File: src/cabn_ram.sv
// Generic single-write, single-read RAM with registered read data.
`default_nettype none
module cabn_ram #(
    parameter int WIDTH = 8,
    parameter int DEPTH = 64,
    parameter int ADDR_W = 6
) (
    input  wire logic              clk,
    input  wire logic              we,
    input  wire logic [ADDR_W-1:0] waddr,
    input  wire logic [WIDTH-1:0]  wdata,
    input  wire logic              re,
    input  wire logic [ADDR_W-1:0] raddr,
    output logic      [WIDTH-1:0]  rdata
);

    logic [WIDTH-1:0] mem [DEPTH];

    // Write port and registered read port.
    always_ff @(posedge clk)
    begin
        if (we)
        begin
            mem[waddr] <= wdata;
        end
        if (re)
        begin
            rdata <= mem[raddr];
        end
    end

endmodule
`default_nettype wire

File: config.mk
export PLATFORM = sky130hd
export DESIGN_NAME = cabn_ram
export DESIGN_NICKNAME = d
export VERILOG_FILES = /design/src/cabn_ram.sv
export SDC_FILE = /design/constraint.sdc
export NUM_CORES = 1
export LEC_CHECK = 0
export ABC_AREA = 1
export BUFFER_PORTS_ARGS = -buffer_cell sky130_fd_sc_hd__buf_4
export CORE_MARGIN = 2
export CORE_UTILIZATION = 45
export CTS_CLUSTER_DIAMETER = 30
export DETAILED_ROUTE_END_ITERATION = 12
export SYNTH_ARGS = -nofsm -noshare
export SYNTH_HDL_FRONTEND = slang
export SYNTH_SLANG_ARGS = --single-unit
File: constraint.sdc
create_clock -name clk -period 4.03 [get_ports clk]
set_clock_uncertainty 0.05 [all_clocks]
set_input_delay 0.6045 -clock clk [delete_from_list [all_inputs] [get_ports clk]]
set_output_delay 0.6045 -clock clk [all_outputs]
set_load 0.05 [all_outputs]
After elaboration in Yosys (flattened, before gate mapping)
Memories as Yosys holds them, arrays and structs flattened. A register that Yosys moved wholly into a read port is not among the register bits.
Cells that the tools add are included.
- register bits: 0
- RAM bits: 512
- logic and storage cells: 3
- memories: 1
- multiplexer cells: 2
- memories (memory ; depth ; width ; rd ports ; clocked after Yosys merged registers in ; write ports ; RTL line ; RTL):
    mem ; 64 ; 8 ; 1 ; 1 ; 1 ; 17 ; logic [WIDTH-1:0] mem [DEPTH];
- operator list (cell ; count):
    2-to-1 mux 1 bit ; 2

Longest topological paths before layout
- depth after elaboration: 2
- mapped depth: 12
- mapped depth without buffers: 9

Least setup slack after synthesis
No wires, ideal clock.
- path kind: input -> register
- start point: input port we
- end point: memory mem[48][0] (enable)
- library setup time: 0.395 ns
- arrival: 1.976 ns
- path slack: 1.609 ns
- cell stages on the path: 3
- path buffers: 1
- cell sequence: clkbuf_1 > nand4_1 > nor4_1
- cells in the longest elaborated chain, start to end: 2
- RTL lines (what ; RTL line ; RTL):
    from (decl) ; 9 ; input wire logic we,
    2-to-1 mux 1 bit ; 22 ; if (we)
    2-to-1 mux 1 bit (implied by the code) ; 24 ; mem[waddr] <= wdata;
    to (decl) ; 17 ;
Every way passes these cells.

==> metrics.yaml <==
outcome: "finished, final reports clean"
fin_tns_setup_ps: 0
place.gp.congestion: 0.845
num_vias: 13967
hold_viol_final: 0
start_kind: "input port"
postCtsSetupBuffers: 0
grt_util_met1: 0.307
drt_first_pass_iters: 5
grt_max_degree: 156
synth.most_common_cell: "nand2_1"
ctsHoldBuffers: 0
clock_latency_ps: 620
yosysUniqueCellTypes: 15
grt-ovfl-total: 0
report.final.slew_viol_count: 0
yosys_most_used_dff: "edfxtp_1"
power_density_nw_per_um2: 603
rsz0062_at_grt: "false"
postSynthCellCount: 1805
final_util: 0.544
synth_warnings: 0
hold_path.class: "input port to flip-flop"
dp.cells: 2354
syn_nets: 1828
synth_top_cell_by_area: "edfxtp_1"
cts_resized: 0
ant_nets: 0
viasPerCell: 5.48
drt_iter0_drc: 1550
fin_cells: 2548
ys_async_sr_fraction: 0
grt_pass1_vias: 14124
endpoint_kind: "flip-flop"
slew_headroom: 0.156
cts_tree: "built"
synth_area_um2: 21400
grt_pass1_wl_um: 83200
synth-edff-count: 520
cts_sinks: 520
synth_top_area_frac: 0.729
ys_ff_latch: 520
initial_core_util: 0.458
power_leakage_uw: 0.00925
synthToLayoutAreaGrowth_pct: 18.7
wire_per_inst_um: 21.3
vdd_drop_max_mv: 0.308
drv_cap: 0
cts_max_path_buffers: 3
fillCellCount: 3909
cts_buffers: 105
grt.busiest_layer: "met2"
dieArea_um2: 49400
finalSetupViolCount: 0
path_clk_slew_ps: 50
antenna_found_initial: 1
route.detailed.drc: 0
insertedDiodeCount: 0
worstMarginPinSlew_ps: 1260
die_height_um: 222
core_area_um2: 46800
worstSetupPathType: "input port to flip-flop"
drt-total-wl_um: 54200
period_minus_slack_ps: 2350
fp.dieW_um: 222
io_pins: 31
crit_fanout: 82
track_usage: 0.223
hpwl_um: 29100
timing.final.crit_share: 0.584
htreeDepth: 3
rows: 79
cp.required_ps: 4450
max_freq_ghz: 0.425
grt_use_met3: 0.0551
ys_top_cells_by_area: "edfxtp_1 73%, nand2_1 11%, nand3_1 10%"
cp.arrival_ps: 2780
syn_area_per_cell_um2: 11.9
netlist_top_cells_count: "648 x nand2_1, 520 x edfxtp_1, 439 x nand3_1, 56 x nor2_1, 37 x buf_2"
root_buffer: "clkbuf_16"
nets: 1877
ys_seq_area_frac: 0.729
globalRouteMet2Util: 0.343
port_buffers: 30
final_layout_size_suffix_gt1_frac: 0.116
## worst max-delay path, stage by stage
cell and delay, ps:
clkbuf_8 220, inv_6 520, buf_12 320, nand2_1 80, nand3_1 80, nand3_1 110, nand2_1 110, nand2_1 120
nand3_1 200, nand3_1 220, nand2_1 110
## flip-flops by register name, indices dropped and copies added (netlist names)
signal  count
mem       512
rdata       8
## path summary, 6_finish.rpt
kind | end | depth (start not counted) | slack, ps | startpoint
setup / recovery | rdata[2]$_DFFE_PP_ | 11 | 1680 | raddr[0]
hold / removal | rdata[5]$_DFFE_PP_ | 1 | 270 | re
setup reg to reg | rdata[2]$_DFFE_PP_ | 8 | 2310 | mem[45][2]$_DFFE_PP_
hold reg to reg | rdata[6]$_DFFE_PP_ | 8 | 840 | mem[4][6]$_DFFE_PP_
## power breakdown
| group | switching [uW] | internal [uW] |
|---|---|---|
| clock network | 2790 | 5790 |
| logic | 548 | 168 |
| registers | 13.9 | 6020 |
## final cells by class
cell class / instances / area (um2) / share of cell area
clock buffer: 121 / 2690 / 0.106
clock inverter: 73 / 875 / 0.0344
inverter: 12 / 52.6 / 0.00207
multi-input combinational: 1160 / 4950 / 0.194
sequential: 520 / 15600 / 0.614
tap: 607 / 759 / 0.0299
timing repair buffer: 55 / 494 / 0.0194
## metal layers
layer  vias to the layer above  part of all wire
li1                       6498                 -
met1                      6791              0.44
met2                       559              0.45
met3                       117             0.078
met4                         2             0.029
met5                         -           0.00031
## placed cells by master (no fill, tap or decap)
cell,n
clkbuf_1,16
nor2_1,56
buf_4,48
clkinv_4,10
clkinv_2,13
nand2_1,648
nand4_1,9
buf_12,6
inv_2,1
inv_1,9
clkinv_8,2
bufinv_16,16
clkbuf_8,1
inv_6,6
clkinv_1,10
inv_4,1
nor4_1,8
edfxtp_1,520
clkinvlp_4,17
nand3_1,439
clkbuf_16,105
## metrics by stage
stage	hold slack [ps]	total power, uW	setup slack [ps]	instance area [um2]
after floorplan	653	6570	1610	21400
after global placement	826	6830	1120	21900
after detailed placement	834	6840	1070	21900
after CTS	241	15400	1700	25400
after global routing	244	15800	1540	25400
final	271	15300	1680	25400
## logic make-up after synthesis
| family | after synthesis | share of synthesized area |
|---|---|---|
| DFF | 520 | 0.729 |
| and+or+nand+nor | 1160 | 0.231 |
| buffers and inverters | 125 | 0.0401 |
Power figures use the tool's default switching activity.
