$ cat config.mk
export PLATFORM = sky130hd
export DESIGN_NAME = cabn_iou
export DESIGN_NICKNAME = d
export VERILOG_FILES = /design/src/cabn_pkg.sv /design/src/cabn_iou.sv
export SDC_FILE = /design/constraint.sdc
export NUM_CORES = 2
export LEC_CHECK = 0
export BUFFER_PORTS_ARGS = -buffer_cell sky130_fd_sc_hd__buf_2
export CAP_MARGIN = 20
export CELL_PAD_IN_SITES_DETAIL_PLACEMENT = 1
export CELL_PAD_IN_SITES_GLOBAL_PLACEMENT = 1
export CORE_MARGIN = 2
export CORE_UTILIZATION = 49
export CTS_CLUSTER_SIZE = 24
export DETAILED_ROUTE_END_ITERATION = 7
export PLACE_DENSITY = 0.86
export SLEW_MARGIN = 30
export SYNTH_ARGS = -nofsm -noshare
export SYNTH_HDL_FRONTEND = slang
export SYNTH_SLANG_ARGS = --single-unit
$ cat constraint.sdc
create_clock -name clk -period 12.35 [get_ports clk]
set_clock_uncertainty 0.2 [all_clocks]
set_input_delay 2.47 -clock clk [delete_from_list [all_inputs] [get_ports clk]]
set_output_delay 2.47 -clock clk [all_outputs]
set_load 0.02 [all_outputs]
$ cat src/cabn_pkg.sv
// Shared types and constants of the class-aware box suppression unit.
`default_nettype none
package cabn_pkg;

    localparam int MAX_BOXES_DEF = 64;
    localparam int COORD_W       = 16;
    localparam int SCORE_W       = 16;
    localparam int CLASS_W       = 8;
    localparam logic [SCORE_W-1:0] THR_RESET = 16'd29491;

    // One stored box: corners, score and class.
    typedef struct packed {
        logic signed [COORD_W-1:0] left;
        logic signed [COORD_W-1:0] top;
        logic signed [COORD_W-1:0] right;
        logic signed [COORD_W-1:0] bottom;
        logic [SCORE_W-1:0]        score;
        logic [CLASS_W-1:0]        cls;
    } box_t;

    localparam int BOX_W = $bits(box_t);

    // Status of the overlap pipeline as seen by the controller.
    typedef struct packed {
        logic busy;
        logic hit;
    } iou_stat_t;

endpackage
`default_nettype wire

$ cat src/cabn_iou.sv
// Pipelined overlap test: does a kept box suppress the candidate box.
`default_nettype none
module cabn_iou (
    input  wire logic                            clk,
    input  wire logic                            rst_n,
    input  wire logic                            req_valid,
    input  wire cabn_pkg::box_t                  cand,
    input  wire cabn_pkg::box_t                  other,
    input  wire logic [cabn_pkg::SCORE_W-1:0]    thr,
    output cabn_pkg::iou_stat_t                  stat
);

    logic signed [16:0] w_raw;
    logic signed [16:0] h_raw;
    logic        [15:0] w_cl;
    logic        [15:0] h_cl;
    logic signed [16:0] dxa;
    logic signed [16:0] dya;
    logic signed [16:0] dxb;
    logic signed [16:0] dyb;
    logic signed [15:0] min_r;
    logic signed [15:0] max_l;
    logic signed [15:0] min_b;
    logic signed [15:0] max_t;

    logic               s1_v_reg;
    logic               s1_same_reg;
    logic        [31:0] s1_inter_reg;
    logic signed [33:0] s1_area_a_reg;
    logic signed [33:0] s1_area_b_reg;

    logic signed [35:0] uni;
    logic signed [52:0] prod;

    logic               s2_v_reg;
    logic               s2_same_reg;
    logic               s2_pos_reg;
    logic        [31:0] s2_inter_reg;
    logic signed [52:0] s2_prod_reg;
    logic signed [52:0] lhs;

    // Intersection extents, clamped at zero, and the two box extents.
    always_comb
    begin
        min_r = (cand.right < other.right) ? cand.right : other.right;
        max_l = (cand.left > other.left) ? cand.left : other.left;
        min_b = (cand.bottom < other.bottom) ? cand.bottom : other.bottom;
        max_t = (cand.top > other.top) ? cand.top : other.top;
        w_raw = 17'(min_r) - 17'(max_l);
        h_raw = 17'(min_b) - 17'(max_t);
        w_cl  = w_raw[16] ? 16'd0 : w_raw[15:0];
        h_cl  = h_raw[16] ? 16'd0 : h_raw[15:0];
        dxa   = 17'(cand.right) - 17'(cand.left);
        dya   = 17'(cand.bottom) - 17'(cand.top);
        dxb   = 17'(other.right) - 17'(other.left);
        dyb   = 17'(other.bottom) - 17'(other.top);
    end

    // Valid bits of both stages, then stage one: intersection and area products.
    always_ff @(posedge clk or negedge rst_n)
    begin
        if (!rst_n)
        begin
            s1_v_reg <= 1'b0;
            s2_v_reg <= 1'b0;
        end
        else
        begin
            s1_v_reg <= req_valid;
            s2_v_reg <= s1_v_reg;
        end
    end

    always_ff @(posedge clk)
    begin
        s1_same_reg   <= (cand.cls == other.cls);
        s1_inter_reg  <= w_cl * h_cl;
        s1_area_a_reg <= dxa * dya;
        s1_area_b_reg <= dxb * dyb;
    end

    // Stage two: union and the threshold product.
    always_comb
    begin
        uni  = 36'(s1_area_a_reg) + 36'(s1_area_b_reg) - $signed({4'b0, s1_inter_reg});
        prod = 53'($signed({1'b0, thr})) * 53'(uni);
    end

    always_ff @(posedge clk)
    begin
        s2_same_reg  <= s1_same_reg;
        s2_pos_reg   <= (uni > 36'sd0);
        s2_inter_reg <= s1_inter_reg;
        s2_prod_reg  <= prod;
    end

    // Final compare of inter * 65536 against threshold * union.
    assign lhs      = $signed({5'b0, s2_inter_reg, 16'b0});
    assign stat.hit = s2_v_reg && s2_same_reg && s2_pos_reg && (lhs > s2_prod_reg);
    assign stat.busy = s1_v_reg || s2_v_reg;

endmodule
`default_nettype wire
Yosys cells after proc, flatten, opt, wreduce, memory -nomap -nowiden
Index checks and enable logic that the tools add are counted.
- bits in registers: 190
- bits of input ports: 195
- logic and storage cells: 39
- add/subtract/negate cells: 8
- $mul: 4
- order comparisons: 6
- equality and inequality tests: 1
- multiplexer cells: 6
- reductions and logical operators: 4
- operators by type and width (cell ; number):
    subtractor 16 x 16 -> 17 bit ; 6
    two-way mux 16 bit ; 6
    multiplier 17 x 17 -> 34 bit ; 2
    greater-than comparator 49 x 53 -> 1 bit ; 1
    multiplier 17 x 36 -> 53 bit ; 1
    greater-than comparator 36 x 1 -> 1 bit, second input constant ; 1
    subtractor 35 x 33 -> 36 bit ; 1
    adder 34 x 34 -> 35 bit ; 1
    greater-than comparator 16 bit ; 2
    < comparator 16 bit ; 2
    multiplier 16 x 16 -> 32 bit ; 1
    equality test 8 bit ; 1
    logical AND 1 bit ; 3
    logical OR 1 bit ; 1

Logic depth before layout (Yosys ltp)
- depth after elaboration: 5
- gate-level depth with buffers: 53

Worst setup path after synthesis
No wires, ideal clock.
- kind: in2reg
- start: input port other[25] in the netlist's numbering
- end: register s1_inter_reg[29]
- arrival time: 13.582 ns
- data required time: 12.078 ns
- path slack: -1.504 ns
- cell stages on the path: 50
- cell sequence: inv_1 ha_1 a21o_1 a21o_1 a21o_1 a21o_1 a21o_1 a21o_1 a21oi_1 o21ai_0 mux2i_1 clkbuf_1 mux2i_1 ha_1 inv_1 fa_1 a21o_1 a21oi_1 (+14 left out) fa_1 fa_1 inv_1 fa_1 inv_1 fa_1 inv_1 ha_1 a21o_1 a221o_1 a31o_2 a31o_2 a41oi_1 o211ai_1 a21oi_1 o21bai_1 a21oi_1 xnor2_1
- longest elaborated chain between the ends: 5
- RTL lines (element ; RTL line ; RTL):
    start, declared ; cabn_iou.sv:8 ; input wire cabn_pkg::box_t other,
    < comparator 16 bit ; cabn_iou.sv:47 ; min_b = (cand.bottom < other.bottom) ? cand.bottom : other.bottom;
    two-way mux 16 bit (*) ; cabn_iou.sv:47 ;
    subtractor 16 x 16 -> 17 bit (*) ; cabn_iou.sv:50 ; h_raw = 17'(min_b) - 17'(max_t);
    two-way mux 16 bit (*) ; cabn_iou.sv:52 ; h_cl = h_raw[16] ? 16'd0 : h_raw[15:0];
    multiplier 16 x 16 -> 32 bit (*) ; cabn_iou.sv:77 ; s1_inter_reg <= w_cl * h_cl;
    end signal, assigned ; cabn_iou.sv:77 ;
    end, declared ; cabn_iou.sv:28 ; logic [31:0] s1_inter_reg;
Every way passes the cells marked *; elsewhere a longest branch is shown, timed or not.

Worst setup path after layout
- start: input port other[73] in the netlist's numbering
- end: register s1_inter_reg[30]
- longest elaborated chain between the ends: 5
- RTL lines (element ; RTL line ; RTL):
    greater-than comparator 16 bit ; cabn_iou.sv:46 ; max_l = (cand.left > other.left) ? cand.left : other.left;
    two-way mux 16 bit (*) ; cabn_iou.sv:46 ;
    subtractor 16 x 16 -> 17 bit (*) ; cabn_iou.sv:49 ; w_raw = 17'(min_r) - 17'(max_l);
    two-way mux 16 bit (*) ; cabn_iou.sv:51 ; w_cl = w_raw[16] ? 16'd0 : w_raw[15:0];
    multiplier 16 x 16 -> 32 bit (*) ; cabn_iou.sv:77 ;
Marked as above.

==> out/summary.txt <==
Fin crit share: 107.1%
Max reg flops: 53
Clock transition at path regs: 0.08 ns
Leading area contributor after synthesis: fa_1
Die area: 131700 um^2
Fin crit period: 13.23 ns
Post-route ant nets: 0
Fmax: 75.60 MHz
Rows: 131
Initial antenna violation count: 10
Vias in the first global route: 62.64k
Headroom to the max-slew limit: 28.42%
Die span in x: 362.9 um
Placement Cell Area: 69150 um^2
TritonRoute pass-1 iters: 8
CTS Hold Bufs: 0
Synth top area share: 43.41%
I/O pin count: 197
Top FF cell, synth: dfxtp_1
Critical path peak fanout: 6
Number of port buffers: 164
Post-synthesis cell type count: 82
Layout cells sized above 1: 12.46%
Adder-cell share of the synthesized area: 55.84%
Post-Route WL: 231900 um
GRT Util Overall: 35.21%
Area Overhead vs Synth: 12.26%
Synthesized area per cell: 8.838 um^2
Final worst setup slack: -0.8782 ns
Crit. End Element: flop
Violated checks: negative setup slack
RSZ-0062 raised after global routing: true
Root Driver: clkbuf_16
WL/cell: 24.95 um
Die H: 362.9 um
Synth top area cells: fa_1 43%, ha_1 12%, inv_1 9.9%
CP max stage delay: 0.61 ns
Status: complete, but fails checks
Critical Path Source Type: primary input
Vias per inst: 5.773
CTS Buffer Depth: 2
Initial core utilization: 49.44%
HP Class: flop to flop
CP max-delay cell: fa_1
Multi-input logic area: 53310 um^2
Simple-gate area share of the yosys netlist: 14.79%
Total core area: 127700 um^2
Routed vias: 53.65k
Syn_nets: 9334
Synth Area in XOR/XNOR: 3.829%
Post-DP HPWL: 187600 um
Least-Margin Pin Slew: 1.074 ns
Htree depth: 4
WP data arrival: 13.39 ns
Largest family of logic cells by synthesized area: adder cells
Crit path kind: primary input to flop
Storage cell area: 3814 um^2
Synthesized flop and latch total: 190
CTS tree: done
Initial DRC count: 3595
Mapped cell area: 63130 um^2
Final Hold Vio Count: 0
Post-synthesis mux area share: 1.197%
Layout Nets: 9805
Clock latency on the worst-skew pair: 0.45 ns
First-pass GRT wire length: 354400 um
Max-cap violations: 0
Placer congestion estimate: 0.9722
Yosys warning count: 0
Cell count after synthesis: 7143
Synth Area in Compound Gates: 7.145%
Filler Cell Count: 14.91k
Fin area: 70870 um^2
CP most frequent cell: o21a_1
Ys async rst share: 1.053%
Crit path required time: 12.51 ns
Grt total ovfl: 0
Final Setup Violations: 19
Max Slew Vio Count: 0
Residual DRC count: 0
Sequential fraction of the synthesis area: 6.041%
CTS sink count: 190
Cts bufs inserted: 17
Worst Path Buf+Inv: 10
CP delay by family, top: adder cells
Largest net degree at the start of global routing: 38
EDFF count, synth: 0
[cell type report]
class	count	area share [%]
Multi-Input combinational cell	5077	75.21
Inverter	1665	8.843
Timing Repair Buffer	663	6.811
Sequential cell	190	5.381
Tap cell	1662	2.934
Clock buffer	19	0.6250
Clock inverter	12	0.1748
Antenna cell	5	0.01765
[through the flow]
step / cells / hold WS (ns) / util, % / worst slack (ns) / setup TNS [ns]
6_report: 9293 / 0.1528 / 55.51 / -0.8782 / -9.156
3_3_place_gp: 9218 / 0.1118 / 54.13 / -0.8485 / -9.832
5_1_grt: 9289 / 0.1655 / 55.50 / -1.054 / -13.29
2_1_floorplan: 7143 / 0.1096 / - / -0.3013 / -0.9521
3_5_place_dp: 9218 / 0.1477 / 54.16 / -1.291 / -17.88
4_1_cts: 9275 / 0.1582 / 55.16 / -0.4397 / -2.880
[path summary, 6_finish.rpt]
check,from,endpoint,slack [ns],cells after the start
setup / recovery,other[73],s1_inter_reg[30]$_DFF_P_,-0.88,51
hold / removal,s1_same_reg$_DFF_P_,s2_same_reg$_DFF_P_,0.15,0
setup reg to reg,s1_inter_reg[1]$_DFF_P_,s2_prod_reg[52]$_DFF_P_,1.16,29
hold reg to reg,s1_same_reg$_DFF_P_,s2_same_reg$_DFF_P_,0.15,0
max in group asynchronous,rst_n,s2_v_reg$_DFF_PN0_,10.28,1
min in group asynchronous,rst_n,s1_v_reg$_DFF_PN0_,1.58,1
[cells in the final DEF (no fill, tap or decap), drive strengths merged, types with 9 or more instances in the layout]
cell type	count
inv	1672
fa	1369
nand2	926
buf	661
ha	627
nor2	453
and2	277
xnor2	201
dfxtp	188
a21oi	188
o21ai	125
a21o	114
nor2b	82
xor2	75
nand2b	72
nor3	47
o21a	44
and3	44
nand3	42
mux2	36
nand4	35
a211oi	35
mux2i	35
o21bai	28
a31oi	20
or3	19
or2	19
clkbuf	19
a21boi	13
o211ai	12
a211o	12
nor4	11
a31o	10
a41oi	9
[cells in the mapped netlist, types with 6 or more instances]
master / n
inv_1: 1665
fa_1: 1369
nand2_1: 926
ha_1: 627
nor2_1: 453
and2_1: 274
clkbuf_1: 203
xnor2_1: 201
a21oi_1: 188
dfxtp_1: 188
o21ai_0: 118
a21o_1: 114
nor2b_1: 82
xor2_1: 75
nand2b_1: 72
nor3_1: 46
o21a_1: 44
nand3_1: 42
and3_1: 36
mux2_2: 36
mux2i_1: 35
nand4_1: 35
a211oi_1: 33
o21bai_1: 27
a31oi_1: 20
or2_2: 19
or3_1: 19
a211o_1: 12
a21boi_0: 12
o211ai_1: 12
a31o_2: 10
nor4_1: 10
a41oi_1: 8
and3_2: 8
o31ai_1: 8
o21ai_1: 7
a221oi_1: 6
o31a_1: 6
o41ai_1: 6
[worst reg2reg max path: cells and delay by family, from the launching register on]
family | cells | cell delay [ns]
buffers and inverters | 4 | 0.24
AOI/OAI and AO/OA | 8 | 2.85
and+or+nand+nor | 7 | 2.82
DFF | 1 | 0.37
xor gates and xnor gates | 1 | 0.16
adders and majority gates | 9 | 4.49
[timing repair]
item	CTS	global route
gates resized for setup	117	58
setup endpoints to repair	18	24
pin swaps	44	30
cloned	2	0
buffers inserted	26	16
[logic make-up after synthesis]
group / after synthesis
simple gates: 2051
flops: 190
mux: 71
xor+xnor: 276
compound gates: 683
fa+ha+maj: 1996
buf+inv: 1876
[metal layers]
metal	up-vias	wire length (um)	global-route usage, %
met5	-	52	0
met4	8	17640	22.26
met3	1007	17370	6.493
met2	2583	115600	61.64
met1	27560	81250	39.52
li1	22500	-	-
Power is not shown: default switching activity piles up to over one toggle a cycle in this logic, so the estimate is an artifact.
